<file path="src/rtl/abps_pkg.sv">
// Shared types and constants for the alarm beep pattern sequencer.
// No dependencies; imported by every module of the block.
package abps_pkg;

   localparam int COUNT_W = 14;
   localparam int BEEP_W  = 3;
   localparam int REG_W   = 16;
   localparam int NUM_REGS = 4;

   localparam logic [BEEP_W-1:0] FIRST_BURST_BEEPS  = 3'd3;
   localparam logic [BEEP_W-1:0] SECOND_BURST_BEEPS = 3'd2;
   localparam logic [7:0]        SOUND_DUTY         = 8'd125;

   // x / 5 == (x * 52429) >> 18, exact for any 16-bit x
   localparam logic [REG_W-1:0] TICK_DIV_MULT  = 16'd52429;
   localparam int               TICK_DIV_SHIFT = 18;

   typedef enum logic [1:0] {
      REG_ON    = 2'd0,
      REG_OFF   = 2'd1,
      REG_SPACE = 2'd2,
      REG_PAUSE = 2'd3
   } reg_idx_type;

   typedef enum logic [1:0] {
      TONE_OFF     = 2'd0,
      TONE_MEDIUM  = 2'd1,
      TONE_HIGH    = 2'd2,
      TONE_INVALID = 2'd3
   } tone_type;

   typedef enum logic [2:0] {
      PH_INACTIVE = 3'd0,
      PH_INITIATE = 3'd1,
      PH_ON       = 3'd2,
      PH_OFF      = 3'd3,
      PH_SPACE    = 3'd4,
      PH_ON2      = 3'd5,
      PH_OFF2     = 3'd6,
      PH_PAUSE    = 3'd7
   } phase_type;

   // tick counts derived from the millisecond registers
   typedef struct packed {
      logic [COUNT_W-1:0] on_cnt;
      logic [COUNT_W-1:0] off_cnt;
      logic [COUNT_W-1:0] space_cnt;
      logic [COUNT_W-1:0] pause_cnt;
   } counts_type;

   typedef struct packed {
      logic       action;   // 1 = tone request, 0 = tick
      logic [1:0] tone;
   } item_type;

   typedef struct packed {
      logic       sound_on;
      logic [7:0] pwm_compare;
      logic [2:0] phase;
   } result_type;

endpackage

</file>
<file path="src/rtl/abps_csr.sv">
// Configuration registers with APB-style access.
// Each write also stores the value divided by 5 (tick count). Uses abps_pkg.
module abps_csr (
   input  logic                 clock,
   input  logic                 reset,
   input  logic                 csr_psel,
   input  logic                 csr_penable,
   input  logic                 csr_pwrite,
   input  logic [3:0]           csr_paddr,
   input  logic [31:0]          csr_pwdata,
   output logic [31:0]          csr_prdata,
   output logic                 csr_pready,
   output abps_pkg::counts_type counts
);
   import abps_pkg::*;

   logic [REG_W-1:0]      regs_ff [NUM_REGS];
   logic [COUNT_W-1:0]    cnt_ff  [NUM_REGS];
   logic [2*REG_W-1:0]    prod;
   logic [COUNT_W-1:0]    quot;
   logic [1:0]            idx;
   logic                  wr_en;

   assign csr_pready = 1'b1;
   assign idx        = csr_paddr[3:2];
   assign wr_en      = csr_psel && csr_penable && csr_pwrite && csr_pready;
   assign prod       = {{REG_W{1'b0}}, csr_pwdata[REG_W-1:0]} *
                       {{REG_W{1'b0}}, TICK_DIV_MULT};
   assign quot       = prod[TICK_DIV_SHIFT +: COUNT_W];
   assign csr_prdata = {16'd0, regs_ff[idx]};

   always_ff @(posedge clock) begin
      if (reset) begin
         for (int i = 0; i < NUM_REGS; i++) begin
            regs_ff[i] <= '0;
            cnt_ff[i]  <= '0;
         end
      end else if (wr_en) begin
         regs_ff[idx] <= csr_pwdata[REG_W-1:0];
         cnt_ff[idx]  <= quot;
      end
   end

   assign counts.on_cnt    = cnt_ff[REG_ON];
   assign counts.off_cnt   = cnt_ff[REG_OFF];
   assign counts.space_cnt = cnt_ff[REG_SPACE];
   assign counts.pause_cnt = cnt_ff[REG_PAUSE];

endmodule

</file>
<file path="src/rtl/abps_in_stage.sv">
// Input register stage of the item pipeline.
// Holds one item; refills in the cycle it drains. Uses abps_pkg.
module abps_in_stage (
   input  logic               clock,
   input  logic               reset,
   input  logic               up_valid,
   output logic               up_ready,
   input  abps_pkg::item_type up_item,
   output logic               dn_valid,
   input  logic               dn_ready,
   output abps_pkg::item_type dn_item
);
   import abps_pkg::*;

   logic     valid_ff;
   item_type item_ff;

   assign up_ready = !valid_ff || dn_ready;
   assign dn_valid = valid_ff;
   assign dn_item  = item_ff;

   always_ff @(posedge clock) begin
      if (reset) begin
         valid_ff <= 1'b0;
      end else if (up_ready) begin
         valid_ff <= up_valid;
      end
   end

   always_ff @(posedge clock) begin
      if (up_ready && up_valid) begin
         item_ff <= up_item;
      end
   end

endmodule

</file>
<file path="src/rtl/abps_engine.sv">
// Phase machine and result register: one tick or request per cycle while out_ready holds.
// Uses abps_pkg; tick counts come from abps_csr.
module abps_engine (
   input  logic                 clock,
   input  logic                 reset,
   input  logic                 in_valid,
   output logic                 in_ready,
   input  abps_pkg::item_type   in_item,
   input  abps_pkg::counts_type counts,
   output logic                 out_valid,
   input  logic                 out_ready,
   output abps_pkg::result_type out_result
);
   import abps_pkg::*;

   phase_type          phase_ff,  phase_in;
   logic [COUNT_W-1:0] wait_ff,   wait_in;
   logic [BEEP_W-1:0]  beeps_ff,  beeps_in;
   tone_type           tone_ff,   tone_in;
   counts_type         lat_ff,    lat_in;
   logic               sound_ff,  sound_in;
   logic               valid_ff;
   result_type         result_ff, result_in;
   logic               take;
   logic               expired;
   logic [COUNT_W-1:0] wait_dec;
   logic               tone_run;

   assign in_ready   = !valid_ff || out_ready;
   assign take       = in_valid && in_ready;
   assign out_valid  = valid_ff;
   assign out_result = result_ff;

   always_comb begin
      phase_in = phase_ff;
      wait_in  = wait_ff;
      beeps_in = beeps_ff;
      tone_in  = tone_ff;
      lat_in   = lat_ff;
      sound_in = sound_ff;
      expired  = (wait_ff <= COUNT_W'(1));
      wait_dec = expired ? '0 : wait_ff - COUNT_W'(1);
      tone_run = (tone_ff == TONE_MEDIUM) || (tone_ff == TONE_HIGH);

      if (in_item.action) begin
         lat_in  = counts;
         tone_in = tone_type'(in_item.tone);
         if (tone_in == TONE_MEDIUM || tone_in == TONE_HIGH) begin
            phase_in = PH_INITIATE;
         end else begin
            phase_in = PH_INACTIVE;
            if (tone_in == TONE_OFF) begin
               sound_in = 1'b0;
               beeps_in = '0;
            end
         end
      end else begin
         case (phase_ff)
            PH_INITIATE: begin
               if (tone_run && FIRST_BURST_BEEPS != '0 && lat_ff.on_cnt != '0) begin
                  wait_in  = lat_ff.on_cnt;
                  beeps_in = FIRST_BURST_BEEPS;
                  phase_in = PH_ON;
                  sound_in = 1'b1;
               end else begin
                  phase_in = PH_INACTIVE;
               end
            end
            PH_ON, PH_ON2: begin
               wait_in = wait_dec;
               if (expired) begin
                  sound_in = 1'b0;
                  beeps_in = beeps_ff - BEEP_W'(1);
                  if (lat_ff.off_cnt != '0) begin
                     phase_in = (phase_ff == PH_ON) ? PH_OFF : PH_OFF2;
                     wait_in  = lat_ff.off_cnt;
                  end else begin
                     phase_in = PH_INACTIVE;
                  end
               end
            end
            PH_OFF: begin
               wait_in = wait_dec;
               if (expired) begin
                  if (beeps_ff == '0) begin
                     sound_in = 1'b0;
                     if (tone_ff == TONE_MEDIUM) begin
                        phase_in = PH_PAUSE;
                        wait_in  = lat_ff.pause_cnt;
                     end else begin
                        phase_in = PH_SPACE;
                        wait_in  = lat_ff.space_cnt;
                     end
                  end else begin
                     phase_in = PH_ON;
                     wait_in  = lat_ff.on_cnt;
                     sound_in = 1'b1;
                  end
               end
            end
            PH_SPACE: begin
               wait_in = wait_dec;
               if (expired) begin
                  if (tone_ff == TONE_HIGH && SECOND_BURST_BEEPS != '0 &&
                      lat_ff.on_cnt != '0) begin
                     wait_in  = lat_ff.on_cnt;
                     beeps_in = SECOND_BURST_BEEPS;
                     phase_in = PH_ON2;
                     sound_in = 1'b1;
                  end else begin
                     phase_in = PH_INACTIVE;
                  end
               end
            end
            PH_OFF2: begin
               wait_in = wait_dec;
               if (expired) begin
                  if (beeps_ff == '0) begin
                     sound_in = 1'b0;
                     phase_in = PH_PAUSE;
                     wait_in  = lat_ff.pause_cnt;
                  end else begin
                     phase_in = PH_ON2;
                     wait_in  = lat_ff.on_cnt;
                     sound_in = 1'b1;
                  end
               end
            end
            PH_PAUSE: begin
               wait_in = wait_dec;
               if (expired) begin
                  phase_in = PH_INITIATE;
               end
            end
            default: begin
            end
         endcase
      end

      result_in.sound_on    = sound_in;
      result_in.pwm_compare = sound_in ? SOUND_DUTY : 8'd0;
      result_in.phase       = phase_in;
   end

   always_ff @(posedge clock) begin
      if (reset) begin
         phase_ff <= PH_INACTIVE;
         wait_ff  <= '0;
         beeps_ff <= '0;
         tone_ff  <= TONE_OFF;
         lat_ff   <= '0;
         sound_ff <= 1'b0;
         valid_ff <= 1'b0;
      end else begin
         if (in_ready) begin
            valid_ff <= in_valid;
         end
         if (take) begin
            phase_ff <= phase_in;
            wait_ff  <= wait_in;
            beeps_ff <= beeps_in;
            tone_ff  <= tone_in;
            lat_ff   <= lat_in;
            sound_ff <= sound_in;
         end
      end
   end

   always_ff @(posedge clock) begin
      if (take) begin
         result_ff <= result_in;
      end
   end

endmodule

</file>
<file path="src/rtl/alarm_beep_pattern_sequencer.sv">
// Alarm beep pattern sequencer: top level, input stage, engine and registers.
// An accepted item passes the input register and then the result register.
// One item per cycle unless rsp_tready stalls; each item does one phase update.
// Reset (synchronous, active high) clears registers, tick counts, phase, sound and valids.
// Depends on abps_pkg, abps_csr, abps_in_stage, abps_engine.
module alarm_beep_pattern_sequencer (
   input  logic        clock,
   input  logic        reset,
   input  logic        req_tvalid,
   output logic        req_tready,
   input  logic [7:0]  req_tdata,    // [1:0] tone, rest zero
   input  logic [0:0]  req_tuser,    // [0] action: 1 request, 0 tick
   output logic        rsp_tvalid,
   input  logic        rsp_tready,
   output logic [15:0] rsp_tdata,    // [0] sound_on, [8:1] pwm_compare, [11:9] phase
   input  logic        csr_psel,
   input  logic        csr_penable,
   input  logic        csr_pwrite,
   input  logic [3:0]  csr_paddr,
   input  logic [31:0] csr_pwdata,
   output logic [31:0] csr_prdata,
   output logic        csr_pready
);
   import abps_pkg::*;

   item_type   req_item;
   item_type   s1_item;
   logic       s1_valid;
   logic       s1_ready;
   counts_type counts;
   result_type result;

   assign req_item.action = req_tuser[0];
   assign req_item.tone   = req_tdata[1:0];

   abps_csr u_csr (
      .clock       (clock),
      .reset       (reset),
      .csr_psel    (csr_psel),
      .csr_penable (csr_penable),
      .csr_pwrite  (csr_pwrite),
      .csr_paddr   (csr_paddr),
      .csr_pwdata  (csr_pwdata),
      .csr_prdata  (csr_prdata),
      .csr_pready  (csr_pready),
      .counts      (counts)
   );

   abps_in_stage u_in_stage (
      .clock    (clock),
      .reset    (reset),
      .up_valid (req_tvalid),
      .up_ready (req_tready),
      .up_item  (req_item),
      .dn_valid (s1_valid),
      .dn_ready (s1_ready),
      .dn_item  (s1_item)
   );

   abps_engine u_engine (
      .clock      (clock),
      .reset      (reset),
      .in_valid   (s1_valid),
      .in_ready   (s1_ready),
      .in_item    (s1_item),
      .counts     (counts),
      .out_valid  (rsp_tvalid),
      .out_ready  (rsp_tready),
      .out_result (result)
   );

   assign rsp_tdata = {4'd0, result.phase, result.pwm_compare, result.sound_on};

   // beep phases always report a sounding buzzer
   a_on_sounds: assert property (@(posedge clock) disable iff (reset)
      rsp_tvalid && (result.phase == PH_ON || result.phase == PH_ON2) |-> result.sound_on)
      else $error("beep phase without sound");

   // gap phases are always silent
   a_gap_silent: assert property (@(posedge clock) disable iff (reset)
      rsp_tvalid && (result.phase == PH_OFF || result.phase == PH_OFF2 ||
                     result.phase == PH_SPACE || result.phase == PH_PAUSE)
      |-> !result.sound_on && result.pwm_compare == 8'd0)
      else $error("gap phase with sound");

   // nothing in flight right after reset
   a_reset_empty: assert property (@(posedge clock)
      reset |=> !rsp_tvalid && !s1_valid)
      else $error("item in flight after reset");

endmodule

</file>
<file path="config.mk">
export PLATFORM = sky130hd
export DESIGN_NAME = alarm_beep_pattern_sequencer
export DESIGN_NICKNAME = d
export VERILOG_FILES = /design/src/rtl/abps_pkg.sv /design/src/rtl/abps_csr.sv /design/src/rtl/abps_in_stage.sv /design/src/rtl/abps_engine.sv /design/src/rtl/alarm_beep_pattern_sequencer.sv
export SDC_FILE = /design/constraint.sdc
export NUM_CORES = 1
export LEC_CHECK = 0
export BUFFER_PORTS_ARGS = -buffer_cell sky130_fd_sc_hd__buf_4
export CAP_MARGIN = 20
export CELL_PAD_IN_SITES_DETAIL_PLACEMENT = 1
export CELL_PAD_IN_SITES_GLOBAL_PLACEMENT = 2
export CORE_MARGIN = 4
export CORE_UTILIZATION = 30
export DETAILED_ROUTE_END_ITERATION = 16
export HOLD_SLACK_MARGIN = 0.06
export PLACE_DENSITY = 0.68
export REMOVE_ABC_BUFFERS = 1
export SLEW_MARGIN = 25
export SYNTH_ARGS = -nofsm -noshare
export SYNTH_HDL_FRONTEND = slang
export SYNTH_HIERARCHICAL = 1
export SYNTH_SLANG_ARGS = --single-unit
export TNS_END_PERCENT = 30
</file>
<file path="constraint.sdc">
create_clock -name clock -period 8.3 [get_ports clock]
set_input_delay 1.245 -clock clock [delete_from_list [all_inputs] [get_ports clock]]
set_output_delay 1.245 -clock clock [all_outputs]
set_load 0.02 [all_outputs]
</file>
==> flow_summary_export.csv, run 1 <==
group,metric,value,unit
worst_setup_path,crit_start,"csr_pwdata[7]",
clocking,numCtsBuffers,22,
logic_synthesis,avgSynthCellArea,9.706,sq um
logic_synthesis,synth_top_cell_area_share,26.32,%
timing,period_share,80.17,%
clocking,cts.sink_count,208,
placement,port_buffers,55,
worst_setup_path,end_kind,"register",
logic_synthesis,synthCells,1493,
timing,min_period,6.654,ns
timing,max_freq,150.3,MHz
global_route,gr-total-overflow,0,
floorplanning,dieArea,51890,sq um
clocking,ctsResizeCount,0,
logic_synthesis,synth_edf_count,127,
placement,place_congestion,0.8602,
layout,layout_common_cells,"inv_1, nand2_1, nor2_1",
route,wirelength,41.28,mm
logic_synthesis,synth_area,14490,sq um
floorplanning,die-width,227.8,um
global_route,grt_pass1_vias,11216,
timing,setup_viol,0,
worst_setup_path,critical_path_arrival,6.90,ns
layout,final_area,16150,sq um
floorplanning,io_pins,103,
route,drt-pass1-iter-count,5,
logic_synthesis,yosysTopAreaCell,"edfxtp_1",
placement,place_area,15420,sq um
hold_path,worst_hold_path.endpoint,"u_engine/lat_ff[14]$_SDFFE_PP0P_",
timing,holdWs,0.4576,ns
logic_synthesis,synthAdderAreaFrac,22.74,%
timing,slew_viol_final,0,
timing,skew,0.01064,ns
floorplanning,core,47750,sq um
layout,layout-drive-gt1-share,9.869,%
hold_path,min_from,"u_engine/lat_ff[14]$_SDFFE_PP0P_",
clocking,clockBufferDepth,3,
clocking,cts-root-buf,"clkbuf_16",
clocking,path_clk_slew,0.06,ns
hold_path,holdCritPathClass,"reg -> reg",
timing,final.setup.tns,0,ns
worst_setup_path,r2r_cells,6,
floorplanning,row_count,80,
timing,worstMarginPinSlew,0.9891,ns
floorplanning,die_y,227.8,um
global_route,grt_pass1_wl,65.07,mm
flow_run,max-cap-violations,0,
logic_synthesis,synth_mux_area_share,3.264,%
worst_setup_path,reg2reg_from,"u_engine/wait_ff[2]$_SDFFE_PP0P_",
logic_synthesis,ys_seq_elements,208,
logic_synthesis,synth_cell_types,80,
logic_synthesis,synth_top_family_by_area,"adder cells",
logic_synthesis,synth-xor-area-share,1.753,%
logic_synthesis,synth_area_leaders,"edfxtp_1, ha_1, dfxtp_1",
placement,dpl.hpwl,30.97,mm
worst_setup_path,startpoint_type,"primary input",
worst_setup_path,path_max_fanout,10,
route,wl_per_cell,19.24,um
layout,final_common_cell,"inv_1",
logic_synthesis,yosysSeqAreaShare,37.51,%
logic_synthesis,yosys.area_share.simple,14.61,%
timing,relSlewSlack,34.06,%
logic_synthesis,synth-compound-area-share,11.72,%
floorplanning,start_util,30.35,%
route,route.detailed.drc,0,
layout,fillerInstances,5468,
power_and_ir_drop,powerDensity,319.3,nW/um^2
layout,fin_nets,1782,
hold_path,whs_path_depth,2,
worst_setup_path,worstSetupPathType,"in -> reg",
outcome,status,"finished clean",
global_route,globalRouteTotalUtil,15.67,%
route,drt_iter0_markers,534,
power_and_ir_drop,ir_worst_vdd,197.8,uV
logic_synthesis,synth_warnings,6,
worst_setup_path,rr_endpoint,"u_engine/wait_ff[1]$_SDFFE_PP0P_",
clocking,cts_htree_levels,1,
layout,area.growth.synth_to_final,11.42,%
logic_synthesis,async_reset_ff_share,0,%
power_and_ir_drop,design_power_total,0.005156,W
timing,rsz0062_at_grt,"false",
global_route,antenna_found_initial,1,
route,viasPerCell,4.867,
power_and_ir_drop,p_leak,6.753,nW
clocking,cts_setup_buffers,0,
logic_synthesis,synth_ff_type,"edfxtp_1",
worst_setup_path,ff2ff_setup_slack,5.07,ns
worst_setup_path,cp.required,8.55,ns
timing,hold_viol,0,
clocking,insertion_delay,0.53,ns
global_route,grt_max_degree,59,
route,vias,10445,
clocking,holdBufCountCts,0,
clocking,cts_tree,"built",
route,final_antenna_net_count,0,
==> flip-flops by register name, summed over array words and instances (netlist names) <==
| name | count |
|---|---|
| u_in_stage/dn_valid | 1 |
| u_engine/sound_ff | 1 |
| u_engine/lat_ff | 56 |
| u_in_stage/dn_item | 3 |
| u_csr/regs_ff | 64 |
| u_engine/phase_ff | 3 |
| u_engine/out_valid | 1 |
| u_engine/out_result | 4 |
| u_csr/cnt_ff | 56 |
| u_engine/tone_ff | 2 |
| u_engine/beeps_ff | 3 |
| u_engine/wait_ff | 14 |
==> cell type report <==
| class | instances | area, sq um | share of cell area [%] |
|---|---|---|---|
| clock buffers | 24 | 578.1 | 3.580 |
| inverters | 200 | 750.7 | 4.649 |
| well taps | 615 | 769.5 | 4.766 |
| repair buffers | 68 | 510.5 | 3.162 |
| multi-input cells | 1014 | 7963 | 49.31 |
| clock inverters | 16 | 137.6 | 0.8524 |
| flip-flops and latches | 208 | 5435 | 33.66 |
| diodes | 1 | 2.502 | 0.01550 |
==> cell usage after synthesis (all sizes together) (5+ instances only) <==
cell type	n
nand4	16
buf	42
dfxtp	81
fa	79
a211oi	12
nor2	149
o31a	5
a21oi	108
o21ai	36
mux2i	9
or2	5
nor2b	7
clkbuf	48
a31oi	7
or3	5
inv	200
o31ai	7
mux4	16
o21a	6
a21o	13
xnor2	13
nand2b	11
and2	37
a22oi	5
a221oi	11
nor3	18
ha	137
edfxtp	127
xor2	16
nand2	168
nand3	15
nand3b	5
nor4	10
==> worst max-delay path, stage by stage <==
cell      delay [ns]
buf_4           0.16
ha_1            0.32
inv_1           0.10
fa_1            0.56
inv_1           0.06
fa_1            0.51
fa_1            0.54
fa_1            0.56
inv_1           0.06
fa_1            0.60
inv_1           0.07
ha_1            0.33
nand2_1         0.12
nor3_1          0.25
o21ai_0         0.23
o211ai_2        0.33
a21oi_1         0.13
xor2_1          0.57
nor2_1          0.11
==> power breakdown <==
part | switching, W | internal [W] | leakage, nW | total (W)
Clock | 0.000435 | 0.000542 | 0.341 | 0.000977
Combinational | 0.00202 | 0.000964 | 4.54 | 0.00298
Sequential | 0.0000277 | 0.00117 | 1.87 | 0.00120
Total | 0.00248 | 0.00267 | 6.75 | 0.00516
==> how the worst max path moves through the flow <==
stage,endpoint,cells after the start
2_1_floorplan,u_csr/cnt_ff[1][7]$_SDFFCE_PN0P_,18
3_3_place_gp,u_csr/cnt_ff[0][10]$_SDFFCE_PN0P_,19
3_5_place_dp,u_csr/cnt_ff[0][10]$_SDFFCE_PN0P_,19
4_1_cts,u_csr/cnt_ff[0][10]$_SDFFCE_PN0P_,19
5_1_grt,u_csr/cnt_ff[1][10]$_SDFFCE_PN0P_,19
6_report,u_csr/cnt_ff[0][10]$_SDFFCE_PN0P_,19
==> cells by family (layout without fill, tap and decap cells) <==
family / count (synthesis) / in the layout
and+or+nand+nor: 460 / 460
AOI/OAI and AO/OA: 259 / 259
buffers and inverters: 290 / 308
DFF: 208 / 208
adders and majority gates: 216 / 216
xor gates and xnor gates: 29 / 29
muxes: 27 / 27
other: 4 / 24
==> metal layers <==
metal | vias to the layer above | routed length [um] | GRT usage, %
li1 | 5085 | - | -
met2 | 103 | 20370 | 27.10
met1 | 5215 | 19260 | 21.47
met5 | - | 10 | 0
met3 | 40 | 953 | 1.447
met4 | 2 | 682 | 3.426
==> per-stage QoR <==
stage	util, %	cells	setup WS (ns)
3_3_place_gp	32.28	2105	1.255
5_1_grt	33.81	2145	1.416
2_1_floorplan	-	1422	2.189
4_1_cts	33.79	2145	1.712
3_5_place_dp	32.29	2105	1.147
6_report	33.82	2146	1.646
Power figures use the tool's default switching activity.
==> run 2, diff against run 1 <==
Settings changed: ABC_AREA from default to 1, PLACE_DENSITY 0.68 to 0.71.
Clock period 8.3 ns to 6.35 ns, I/O delays scaled along.
==> run 2 against run 1 <==
Compared with the run above: core utilization rose by 0.33 points; final cell count increased by 22%; clock skew is 0.0038 ns higher; die area is 5.9% higher; sequential share of layout area down 2.1 points; critical path type unchanged; critical endpoint is now u_csr/cnt_ff[0][7]$_SDFFCE_PN0P_; largest cell class unchanged; largest power group unchanged.
==> flow_summary_export.csv, run 2 <==
group,metric,value,unit
flow_run,max-cap-violations,0,
timing,relSlewSlack,41.22,%
timing,final.setup.tns,0,ns
logic_synthesis,ys_seq_elements,208,
layout,fin_nets,2206,
route,viasPerCell,4.706,
timing,skew,0.01449,ns
clocking,cts-root-buf,"clkbuf_16",
logic_synthesis,synth_edf_count,127,
timing,setup_viol,0,
global_route,gr-total-overflow,0,
layout,area.growth.synth_to_final,11.83,%
floorplanning,io_pins,103,
logic_synthesis,synth_cell_types,47,
logic_synthesis,async_reset_ff_share,0,%
layout,layout_common_cells,"inv_1, nand2_1, nor2_1",
clocking,clockBufferDepth,3,
clocking,cts_htree_levels,1,
placement,place_area,16430,sq um
clocking,path_clk_slew,0.06,ns
timing,period_share,88.59,%
worst_setup_path,end_kind,"register",
global_route,globalRouteTotalUtil,17.17,%
floorplanning,die_y,234.4,um
route,vias,12362,
global_route,antenna_found_initial,0,
logic_synthesis,synth_area_leaders,"edfxtp_1, ha_1, dfxtp_1",
clocking,holdBufCountCts,0,
timing,worstMarginPinSlew,0.8786,ns
worst_setup_path,rr_endpoint,"u_engine/phase_ff[2]$_SDFFE_PP0P_",
floorplanning,start_util,30.53,%
layout,largest_register_ffs,64,
timing,rsz0062_at_grt,"false",
route,final_antenna_net_count,0,
power_and_ir_drop,p_leak,7.998,nW
placement,port_buffers,55,
worst_setup_path,endpoint,"u_csr/cnt_ff[0][7]$_SDFFCE_PN0P_",
floorplanning,core,50380,sq um
worst_setup_path,path_max_fanout,7,
worst_setup_path,critical_path_arrival,5.87,ns
logic_synthesis,synth_ff_type,"edfxtp_1",
global_route,grt_max_degree,93,
worst_setup_path,cp.required,6.60,ns
route,drt-pass1-iter-count,4,
logic_synthesis,avgSynthCellArea,8.074,sq um
worst_setup_path,worstSetupPathType,"in -> reg",
route,drt_iter0_markers,651,
logic_synthesis,synth_area,15380,sq um
logic_synthesis,synth_warnings,6,
power_and_ir_drop,ir_worst_vdd,221.0,uV
worst_setup_path,crit_start,"csr_pwdata[4]",
timing,hold_viol,0,
logic_synthesis,yosysSeqAreaShare,35.34,%
clocking,cts_tree,"built",
clocking,numCtsBuffers,23,
clocking,ctsResizeCount,0,
clocking,cts_setup_buffers,0,
hold_path,min_from,"u_engine/lat_ff[17]$_SDFFE_PP0P_",
layout,final_area,17200,sq um
worst_setup_path,r2r_cells,10,
layout,layout-drive-gt1-share,8.798,%
layout,final_common_cell,"inv_1",
route,wl_per_cell,17.66,um
layout,diodes,0,
power_and_ir_drop,powerDensity,397.4,nW/um^2
global_route,grt_pass1_wl,73.88,mm
worst_setup_path,startpoint_type,"primary input",
logic_synthesis,synth.top_cells.by_count,"inv_1, nand2_1, nor2_1",
clocking,cts.sink_count,208,
route,wirelength,46.40,mm
logic_synthesis,synthCells,1905,
floorplanning,dieArea,54960,sq um
worst_setup_path,ff2ff_setup_slack,3.73,ns
outcome,status,"finished clean",
clocking,insertion_delay,0.53,ns
hold_path,holdCritPathClass,"reg -> reg",
placement,dpl.hpwl,36.30,mm
layout,utilization,34.14,%
route,route.detailed.drc,0,
floorplanning,row_count,82,
global_route,grt_pass1_vias,13148,
layout,largest-register,"u_csr/regs_ff",
timing,max_freq,177.8,MHz
floorplanning,die-width,234.4,um
timing,slew_viol_final,0,
layout,top_regs,"u_csr/regs_ff (64), u_csr/cnt_ff (56), u_engine/lat_ff (56)",
worst_setup_path,reg2reg_from,"u_engine/phase_ff[0]$_SDFFE_PP0P_",
logic_synthesis,synth_top_cell_area_share,24.79,%
timing,min_period,5.626,ns
placement,place_congestion,0.8676,
logic_synthesis,yosysMostFrequentCell,"inv_1",
power_and_ir_drop,design_power_total,0.006835,W
logic_synthesis,yosysTopAreaCell,"edfxtp_1",
## run 2: cell types whose count changed in the layout (fill, tap and decap cells not counted), moves of 34 or more
cell,delta
nand2_1,+153
nand3_1,+72
o21ai_0,+91
and2_1,-34
inv_1,+159
nor2_1,+63
## run 2: layer usage
metal  global-route usage [%]  up-vias  wire (um)
li1                         -     6099          -
met4                    3.415        0        721
met5                        0        -          0
met3                    1.440       36       1551
met1                    22.77     6075      21110
met2                    30.84      152      23020
## run 2: where the power goes
group          internal [W]  switching [W]  total (W)
clock              0.000811       0.000563    0.00137
sequential          0.00152      0.0000370    0.00156
combinational       0.00134        0.00256    0.00390
## run 2: how the worst min path moves through the flow
stage,cells past startpoint,to,slack [ns]
after global routing,2,u_engine/lat_ff[22]$_SDFFE_PP0P_,0.48
final,2,u_engine/lat_ff[17]$_SDFFE_PP0P_,0.46
after floorplan,2,u_engine/lat_ff[17]$_SDFFE_PP0P_,0.43
after global placement,2,u_engine/lat_ff[17]$_SDFFE_PP0P_,0.44
after CTS,2,u_engine/lat_ff[11]$_SDFFE_PP0P_,0.46
after detailed placement,2,u_engine/lat_ff[11]$_SDFFE_PP0P_,0.45
## run 2: cell type report
type	count	area, sq um
repair buffers	80	620.6
multi-input cells	1253	8133
clock inverters	10	115.1
flip-flops and latches	208	5435
inverters	372	1396
well taps	672	840.8
fillers	6095	33180
clock buffers	32	659.4
## run 2: through the flow
| stage | hold slack (ns) | worst slack (ns) | std cells |
|---|---|---|---|
| floorplan | 0.4318 | 0.9063 | 1833 |
| global placement | 0.4415 | 0.1927 | 2584 |
| detailed placement | 0.4508 | 0.1638 | 2585 |
| CTS | 0.4606 | 0.7014 | 2627 |
| global route | 0.4816 | 0.4327 | 2627 |
| finish | 0.4570 | 0.7243 | 2627 |
## run 2: critical path: stages
cell and delay [ns]:
buf_4 0.15, ha_1 0.33, xor2_1 0.15, ha_1 0.34, fa_1 0.55, inv_1 0.06, fa_1 0.54, inv_1 0.06
fa_1 0.53, inv_1 0.06, fa_1 0.54, inv_1 0.08, ha_1 0.38, nand2_1 0.13, nor2_2 0.19, nand2_1 0.12
nor3b_2 0.16, o21ai_1 0.15, nand3_1 0.12, nand2_1 0.07, nand3_2 0.17, nor2_1 0.06
## run 2: cells by family after synthesis
group	count (synthesis)	share of synthesized area, %
other cells	4	0.09759
compound gates	308	10.73
fa+ha+maj	216	21.43
flops	208	35.34
simple gates	694	19.33
xor+xnor	12	0.6833
buf+inv	463	12.40
